==> src/rtl/tbs_pkg.sv <==
`default_nettype none

package tbs_pkg;

	localparam int RateW    = 22;
	localparam int ElapsedW = 24;
	localparam int CountW   = 15;
	localparam int LevelW   = 26;
	localparam int StoreW   = 39;
	localparam int ProdW    = ElapsedW + RateW;
	localparam int SubW     = 28;

	localparam logic [CountW-1:0] MaxChunk     = 15'd16384;
	localparam logic [StoreW-1:0] TokenScale   = 39'd8000;
	localparam logic [12:0]       TokenScaleC  = 13'd8000;
	localparam logic [StoreW-1:0] BurstFloor   = 39'd32768000;
	localparam logic [16:0]       BurstPerKbps = 17'd100000;

	// floor(x / 125) == (x * RecipM) >> 40 for any x below 2**33
	localparam logic [33:0] RecipM     = 34'd8796093023;
	localparam int          RecipShift = 40;

	localparam logic MODE_QUERY  = 1'b0;
	localparam logic MODE_COMMIT = 1'b1;

	typedef struct packed {
		logic                mode;
		logic [ElapsedW-1:0] elapsed_us;
		logic [CountW-1:0]   byte_count;
	} in_item_t;

	typedef struct packed {
		logic [CountW-1:0] allowed_bytes;
		logic              throttled;
		logic [LevelW-1:0] token_level;
	} out_item_t;

	typedef struct packed {
		logic              mode;
		logic              bypass;
		logic              throttled;
		logic [CountW-1:0] req;
	} tbs_meta_t;

	typedef struct packed {
		tbs_meta_t         meta;
		logic [StoreW-1:0] store;
	} tbs_mid_t;

endpackage

`default_nettype wire

==> src/rtl/tbs_update.sv <==
`default_nettype none

module tbs_update (
	input  wire                       clk,
	input  wire                       arst_n,
	input  wire  [21:0]               rate_kbps,
	input  wire                       in_valid,
	output logic                      in_stall,
	input  tbs_pkg::in_item_t         in_item,
	output logic                      mid_valid,
	input  wire                       mid_stall,
	output tbs_pkg::tbs_mid_t         mid_item
);
	import tbs_pkg::*;

	logic                v_s1;
	in_item_t            item_s1;

	logic                v_s2;
	logic                mode_s2;
	logic                bypass_s2;
	logic [CountW-1:0]   req_s2;
	logic [ProdW-1:0]    prod_s2;
	logic [StoreW-1:0]   cap_s2;
	logic [SubW-1:0]     sub_s2;

	logic [StoreW-1:0]   store_q;
	logic                mid_v_q;
	tbs_mid_t            mid_q;

	logic                rdy1, rdy2, rdy3;
	logic [ProdW-1:0]    prod_d;
	logic [StoreW-1:0]   burst_d;
	logic [StoreW-1:0]   cap_d;
	logic [SubW-1:0]     sub_d;
	logic [CountW-1:0]   req_d;
	logic [ProdW:0]      sum_d;
	logic [StoreW-1:0]   store_d;
	logic                thr_d;

	assign rdy3     = !mid_v_q || !mid_stall;
	assign rdy2     = !v_s2 || rdy3;
	assign rdy1     = !v_s1 || rdy2;
	assign in_stall = !rdy1;

	assign prod_d  = ProdW'(item_s1.elapsed_us) * ProdW'(rate_kbps);
	assign burst_d = StoreW'(rate_kbps) * StoreW'(BurstPerKbps);
	assign cap_d   = (burst_d > BurstFloor) ? burst_d : BurstFloor;
	assign sub_d   = SubW'(item_s1.byte_count) * SubW'(TokenScaleC);
	assign req_d   = (item_s1.byte_count > MaxChunk) ? MaxChunk : item_s1.byte_count;

	always_comb begin
		sum_d   = (ProdW+1)'(store_q) + (ProdW+1)'(prod_s2);
		store_d = store_q;
		thr_d   = 1'b0;
		if (mode_s2 == MODE_COMMIT) begin
			store_d = (store_q > StoreW'(sub_s2)) ? store_q - StoreW'(sub_s2) : '0;
		end else if (!bypass_s2) begin
			store_d = (sum_d < (ProdW+1)'(cap_s2)) ? sum_d[StoreW-1:0] : cap_s2;
			thr_d   = (store_d < TokenScale);
		end
	end

	always_ff @(posedge clk or negedge arst_n) begin
		if (!arst_n) begin
			v_s1    <= 1'b0;
			v_s2    <= 1'b0;
			mid_v_q <= 1'b0;
			store_q <= '0;
		end else begin
			if (rdy1)
				v_s1 <= in_valid;
			if (rdy2)
				v_s2 <= v_s1;
			if (rdy3)
				mid_v_q <= v_s2;
			if (rdy3 && v_s2)
				store_q <= store_d;
		end
	end

	always_ff @(posedge clk) begin
		if (rdy1 && in_valid)
			item_s1 <= in_item;
		if (rdy2 && v_s1) begin
			mode_s2   <= item_s1.mode;
			bypass_s2 <= (rate_kbps == '0);
			req_s2    <= req_d;
			prod_s2   <= prod_d;
			cap_s2    <= cap_d;
			sub_s2    <= sub_d;
		end
		if (rdy3 && v_s2) begin
			mid_q.meta.mode      <= mode_s2;
			mid_q.meta.bypass    <= bypass_s2;
			mid_q.meta.throttled <= thr_d;
			mid_q.meta.req       <= req_s2;
			mid_q.store          <= store_d;
		end
	end

	assign mid_valid = mid_v_q;
	assign mid_item  = mid_q;

endmodule

`default_nettype wire

==> src/rtl/tbs_level.sv <==
`default_nettype none

module tbs_level (
	input  wire                       clk,
	input  wire                       arst_n,
	input  wire                       mid_valid,
	output logic                      mid_stall,
	input  tbs_pkg::tbs_mid_t         mid_item,
	output logic                      out_valid,
	input  wire                       out_stall,
	output tbs_pkg::out_item_t        out_item
);
	import tbs_pkg::*;

	logic              v_s4, v_s5, v_s6;
	tbs_meta_t         meta_s4, meta_s5;
	logic [33:0]       pp_ll_s4, pp_lh_s4;
	logic [32:0]       pp_hl_s4, pp_hh_s4;
	logic [51:0]       sum_a_s5;
	logic [50:0]       sum_b_s5;
	out_item_t         item_s6;

	logic              rdy4, rdy5, rdy6;
	logic [32:0]       x_d;
	logic [16:0]       xl_d;
	logic [15:0]       xh_d;
	logic [16:0]       ml_d, mh_d;
	logic [66:0]       total_d;
	logic [LevelW-1:0] whole_d;
	logic [CountW-1:0] allow_d;

	assign rdy6      = !v_s6 || !out_stall;
	assign rdy5      = !v_s5 || rdy6;
	assign rdy4      = !v_s4 || rdy5;
	assign mid_stall = !rdy4;

	// drop the factor 64 of 8000 first, then divide by 125
	assign x_d  = mid_item.store[StoreW-1:6];
	assign xl_d = x_d[16:0];
	assign xh_d = x_d[32:17];
	assign ml_d = RecipM[16:0];
	assign mh_d = RecipM[33:17];

	assign total_d = 67'(sum_a_s5) + 67'({sum_b_s5, 17'd0});
	assign whole_d = total_d[RecipShift+LevelW-1:RecipShift];

	always_comb begin
		if (meta_s5.mode == MODE_COMMIT)
			allow_d = '0;
		else if (meta_s5.bypass)
			allow_d = meta_s5.req;
		else if (whole_d < LevelW'(meta_s5.req))
			allow_d = whole_d[CountW-1:0];
		else
			allow_d = meta_s5.req;
	end

	always_ff @(posedge clk or negedge arst_n) begin
		if (!arst_n) begin
			v_s4 <= 1'b0;
			v_s5 <= 1'b0;
			v_s6 <= 1'b0;
		end else begin
			if (rdy4)
				v_s4 <= mid_valid;
			if (rdy5)
				v_s5 <= v_s4;
			if (rdy6)
				v_s6 <= v_s5;
		end
	end

	always_ff @(posedge clk) begin
		if (rdy4 && mid_valid) begin
			meta_s4  <= mid_item.meta;
			pp_ll_s4 <= 34'(xl_d) * 34'(ml_d);
			pp_lh_s4 <= 34'(xl_d) * 34'(mh_d);
			pp_hl_s4 <= 33'(xh_d) * 33'(ml_d);
			pp_hh_s4 <= 33'(xh_d) * 33'(mh_d);
		end
		if (rdy5 && v_s4) begin
			meta_s5  <= meta_s4;
			sum_a_s5 <= 52'(pp_ll_s4) + 52'({pp_lh_s4, 17'd0});
			sum_b_s5 <= 51'(pp_hl_s4) + 51'({pp_hh_s4, 17'd0});
		end
		if (rdy6 && v_s5) begin
			item_s6.allowed_bytes <= allow_d;
			item_s6.throttled     <= meta_s5.throttled;
			item_s6.token_level   <= whole_d;
		end
	end

	assign out_valid = v_s6;
	assign out_item  = item_s6;

endmodule

`default_nettype wire

==> src/rtl/token_bucket_byte_shaper.sv <==
// channel   direction  handshake           payload
// cfg       in         cfg_we              cfg_wdata (rate_kbps)
// in        in         in_valid/in_stall   in_item   (mode, elapsed_us, byte_count)
// out       out        out_valid/out_stall out_item  (allowed_bytes, throttled, token_level)
//
// One item per cycle while out is not stalled; an item is registered in s1, s2, mid, s4, s5, s6 before out.
// The token store updates in the third stage (add and cap compare on a query, subtract on a commit).
// The level divide by 8000 runs as split partial products over three stages.
// Reset clears the rate, the token store and every stage valid.
// A stall on out fills empty stages first and reaches in_stall only when all are full.
`default_nettype none

module token_bucket_byte_shaper (
	input  wire                       clk,
	input  wire                       arst_n,
	input  wire                       cfg_we,
	input  wire  [21:0]               cfg_wdata,
	input  wire                       in_valid,
	output logic                      in_stall,
	input  tbs_pkg::in_item_t         in_item,
	output logic                      out_valid,
	input  wire                       out_stall,
	output tbs_pkg::out_item_t        out_item
);
	import tbs_pkg::*;

	logic [RateW-1:0] rate_q;
	logic             mid_valid;
	logic             mid_stall;
	tbs_mid_t         mid_item;

	always_ff @(posedge clk or negedge arst_n) begin
		if (!arst_n)
			rate_q <= '0;
		else if (cfg_we)
			rate_q <= cfg_wdata;
	end

	tbs_update u_update (
		.clk       (clk),
		.arst_n    (arst_n),
		.rate_kbps (rate_q),
		.in_valid  (in_valid),
		.in_stall  (in_stall),
		.in_item   (in_item),
		.mid_valid (mid_valid),
		.mid_stall (mid_stall),
		.mid_item  (mid_item)
	);

	tbs_level u_level (
		.clk       (clk),
		.arst_n    (arst_n),
		.mid_valid (mid_valid),
		.mid_stall (mid_stall),
		.mid_item  (mid_item),
		.out_valid (out_valid),
		.out_stall (out_stall),
		.out_item  (out_item)
	);

endmodule

`default_nettype wire

==> config.mk <==
export PLATFORM = sky130hd
export DESIGN_NAME = token_bucket_byte_shaper
export DESIGN_NICKNAME = d
export VERILOG_FILES = /design/src/rtl/tbs_pkg.sv /design/src/rtl/tbs_update.sv /design/src/rtl/tbs_level.sv /design/src/rtl/token_bucket_byte_shaper.sv
export SDC_FILE = /design/constraint.sdc
export NUM_CORES = 2
export LEC_CHECK = 0
export ABC_CLOCK_PERIOD_IN_PS = 18100
export BUFFER_PORTS_ARGS = -buffer_cell sky130_fd_sc_hd__buf_2
export CELL_PAD_IN_SITES_DETAIL_PLACEMENT = 0
export CELL_PAD_IN_SITES_GLOBAL_PLACEMENT = 1
export CORE_ASPECT_RATIO = 1.75
export CORE_MARGIN = 2
export CORE_UTILIZATION = 58
export CTS_BUF_LIST = sky130_fd_sc_hd__clkbuf_8
export DETAILED_ROUTE_END_ITERATION = 10
export PLACE_DENSITY = 0.95
export SYNTH_ARGS = -nofsm -noshare
export SYNTH_HDL_FRONTEND = slang
export SYNTH_SLANG_ARGS = --single-unit
==> constraint.sdc <==
create_clock -name clk -period 18.1 [get_ports clk]
set_input_delay 2.715 -clock clk [delete_from_list [all_inputs] [get_ports clk]]
set_output_delay 2.715 -clock clk [all_outputs]
set_load 0.01 [all_outputs]
==> flow_results.org <==
** STA
- # setup viols final :: 0
- The count of pins over their slew limit was 0.
- Part of the cycle the worst path needs :: 0.460
- Final hold analysis gives a worst-case slack of 414 ps.
- Highest attainable clock frequency :: 120 MHz
- For the final routed database, the setup TNS stands at 0 ps.
- Number of hold violations in the final report :: 0
- The clock arrives with 111 ps of skew.
- Unrepaired setup endpoints after global routing :: false
- In this run the tightest slew margin relative to its limit is 0.171.
- Final min period :: 8330 ps
- Worst Max-Slew Pin Slew :: 1240 ps

** Synth
- Mean Syn Cell Area :: 10.3 um^2
- After synthesis the netlist holds a flip-flop and latch count of 550.
- The number of nets handed over by synthesis was 8413.
- In the synthesized netlist the dominant register cell turns out to be sky130_fd_sc_hd__edfxtp_1.
- For this run, the number of Yosys warnings is 0.
- After synthesis, the share of flip-flops with an asynchronous set or reset is 0.122.
- Count of mapped cells out of synthesis :: 6483
- In this run, synthesis inferred 483 flip-flops with an integrated enable.
- Post-synthesis sequential area ratio :: 0.241
- The netlist uses 84 different library cells.
- Netlist area before placement :: 67100 um^2

** Cells and area
- The final layout contains 8503 nets.
- Of the cells placed in the final design, the portion with a size suffix greater than 1 is 0.0534.
- Syn-to-layout area delta :: 6.05%
- The library cell used most frequently in the layout, excluding fill and tap cells, is sky130_fd_sc_hd__inv_1.
- Most used cells in the layout excluding fill and tap cells :: sky130_fd_sc_hd__inv_1 (1255), sky130_fd_sc_hd__ha_1 (1007), sky130_fd_sc_hd__fa_1 (856)
- Filler cell count in the final layout :: 9534

** Run status
- The run finished with clean final reports.

** Route
- Summed over all nets, wire length on met2 after detailed routing comes to 97800 um.
- Final routed wire length divided by cell count :: 22.2 um
- Initial detailed-routing violation count :: 2420
- The detailed router placed 47.2k vias in this run.
- Summed over all nets, wire length on met3 after detailed routing comes to 8050 um.
- The highest metal layer carrying signal wires in the routed design is met5.
- DRC errors left :: 0
- The routed design has 181000 um of wire.
- The first detailed-routing pass took 6 iterations.
- Met1 wire length :: 57300 um
- Antenna viol nets, final :: 0
- Using the TritonRoute via totals, the vias-per-cell ratio works out to 5.80.

** Clock network
- The number of setup buffers added after CTS is 0.
- Buffers inserted during clock tree synthesis total 87.
- Post-cts sizing count :: 0
- TritonCTS clock tree :: done
- The clock passes through at most 3 buffers.
- Number of H-tree branching levels :: 3
- Clock sink count :: 550
- Clock latency of the later-clocked register in the worst-skew pair :: 870 ps
- Clock-pin slew was measured on the worst setup and hold paths at 70 ps.
- Post-CTS Hold Fix Bufs :: 0
- The cell sitting at the root of the clock tree is a sky130_fd_sc_hd__clkbuf_8.

** Die
- The die is 454 um tall.
- The floorplan step defined a die boundary enclosing 118000 um^2.
- Site Rows :: 165
- Width of the chip :: 261 um
- 111 I/O pins were placed.
- Placeable Area :: 115000 um^2
- The initial utilization of the core area, before any placement, comes to 0.582.

** Critical path
- Endpoint arrival time on the critical path :: 8920 ps
- STA classifies the critical path endpoint as a flip-flop.
- Worst setup path class :: flip-flop to flip-flop
- Largest fanout of any net on the critical path :: 29
- Data required time of the critical path :: 18690 ps
- The startpoint identified for the worst register-to-register timing path is rate_q[2].
- Type of element launching the critical path :: flip-flop
- Worst setup path start :: rate_q[2]

** GRT
- Number of global-route vias before repair :: 51.9k
- Wire length of the first global-routing pass :: 282000 um
- Global-route usage over all layers :: 0.316
- Largest net degree at the start of global routing :: 69
- Number of antenna violations at the first check in global routing :: 2
- Summed over all layers, the global routing overflow is 0.

** Min path
- The startpoint identified for the worst hold timing path is u_level.meta_s4[10].
- Hold WC Path Type :: flip-flop to flip-flop

** Run
- Max-capacitance violation count :: 0

** Place
- At the end of routability-driven placement, the weighted congestion stood at 0.997.
- Post-DP HPWL :: 149000 um
- Buffers added on ports :: 110
-- flip-flops by register name, indices dropped and copies added, names as in the netlist, 22 cells and up, named ones only --
name and count:
rate_q 22, u_level.out_item 42, u_level.pp_hh_s4 29, u_level.pp_hl_s4 33, u_level.pp_lh_s4 31, u_level.sum_a_s5 35, u_level.sum_b_s5 49, u_update.cap_s2 34
u_update.item_s1 40, u_update.mid_item 51, u_update.prod_s2 46, u_update.store_q 33, u_update.sub_s2 22
-- metrics by stage --
stage                     cells  setup WS (ps)  cell area, um^2  utilization
final                      8150           9770            71100        0.617
after global placement     7987           9850            69300        0.601
after CTS                  8149           9740            71100        0.617
after floorplan            6483          10110            67100            -
after detailed placement   7987           9770            69300        0.601
after global routing       8150           9340            71100        0.617
-- path summary, 6_finish.rpt --
check | endpoint | slack [ps] | cells past startpoint
min reg2reg | u_level.meta_s5[10] | 410 | 0
max reg2reg | u_update.prod_s2[43] | 9770 | 22
max in group asynchronous | rate_q[18] | 15100 | 2
max | u_update.prod_s2[43] | 9770 | 22
min | u_level.meta_s5[10] | 410 | 0
min in group asynchronous | u_update.store_q[9] | 1780 | 1
-- worst max-delay path, cell delays in order, from the launching register on --
cell and delay [ps]:
sky130_fd_sc_hd__dfrtp_1 1160, sky130_fd_sc_hd__nand2_1 180, sky130_fd_sc_hd__fa_1 590, sky130_fd_sc_hd__fa_1 450, sky130_fd_sc_hd__fa_1 560, sky130_fd_sc_hd__inv_1 60, sky130_fd_sc_hd__fa_1 480, sky130_fd_sc_hd__fa_1 570
sky130_fd_sc_hd__fa_1 430, sky130_fd_sc_hd__fa_1 440, sky130_fd_sc_hd__ha_1 350, sky130_fd_sc_hd__a21o_1 180, sky130_fd_sc_hd__a21oi_1 130, sky130_fd_sc_hd__o21ai_0 130, sky130_fd_sc_hd__o41a_1 370, sky130_fd_sc_hd__a21oi_1 150
sky130_fd_sc_hd__o311ai_0 190, sky130_fd_sc_hd__a31oi_1 570, sky130_fd_sc_hd__o21bai_1 190, sky130_fd_sc_hd__a221o_1 370, sky130_fd_sc_hd__a21oi_1 230, sky130_fd_sc_hd__o41ai_1 110, sky130_fd_sc_hd__xor2_1 160
-- area by class of cell --
class	instances	area, um^2	area share
diodes	1	2.50	0.0000352
clock buffers	89	1220	0.0172
clock inverters	73	619	0.00871
inverters	1236	4640	0.0652
multi-input cells	4540	45700	0.642
flip-flops and latches	550	16200	0.227
well taps	1503	1880	0.0264
repair buffers	158	913	0.0128
-- synth_stat cells, types with 60 or more instances --
cell type	instances	area (um^2)
sky130_fd_sc_hd__inv_1	1235	4640
sky130_fd_sc_hd__ha_1	1007	12600
sky130_fd_sc_hd__fa_1	856	17100
sky130_fd_sc_hd__nand2_1	561	2110
sky130_fd_sc_hd__edfxtp_1	483	14500
sky130_fd_sc_hd__and2_1	269	1680
sky130_fd_sc_hd__a21oi_1	234	1170
sky130_fd_sc_hd__nor2_1	227	852
sky130_fd_sc_hd__xnor2_1	215	1880
sky130_fd_sc_hd__o21ai_0	178	891
sky130_fd_sc_hd__clkbuf_1	145	544
sky130_fd_sc_hd__a21o_1	115	863
sky130_fd_sc_hd__xor2_1	83	727
sky130_fd_sc_hd__nor3_1	75	375
sky130_fd_sc_hd__dfrtp_1	67	1680
sky130_fd_sc_hd__nand3_1	60	300
-- routing by layer --
layer	vias up	global-route usage
met4	2	0.255
li1	21600	-
met5	-	0
met2	1454	0.597
met3	729	0.0473
met1	23500	0.297
-- cells by family (layout without fill, tap and decap cells) --
| logic type | after synthesis | in the layout | share of synthesized area |
|---|---|---|---|
| compound gates | 884 | 884 | 0.0858 |
| xor+xnor | 298 | 298 | 0.0389 |
| fa+ha+maj | 1863 | 1863 | 0.443 |
| buf+inv | 1393 | 1556 | 0.0785 |
| flops | 550 | 550 | 0.241 |
| mux | 53 | 53 | 0.00830 |
| other cells | 0 | 1 | 0 |
| simple gates | 1442 | 1442 | 0.104 |
Power is left out: the tool's default activity adds up to more than one toggle a clock period on the data nets, which glitch-free logic cannot reach.
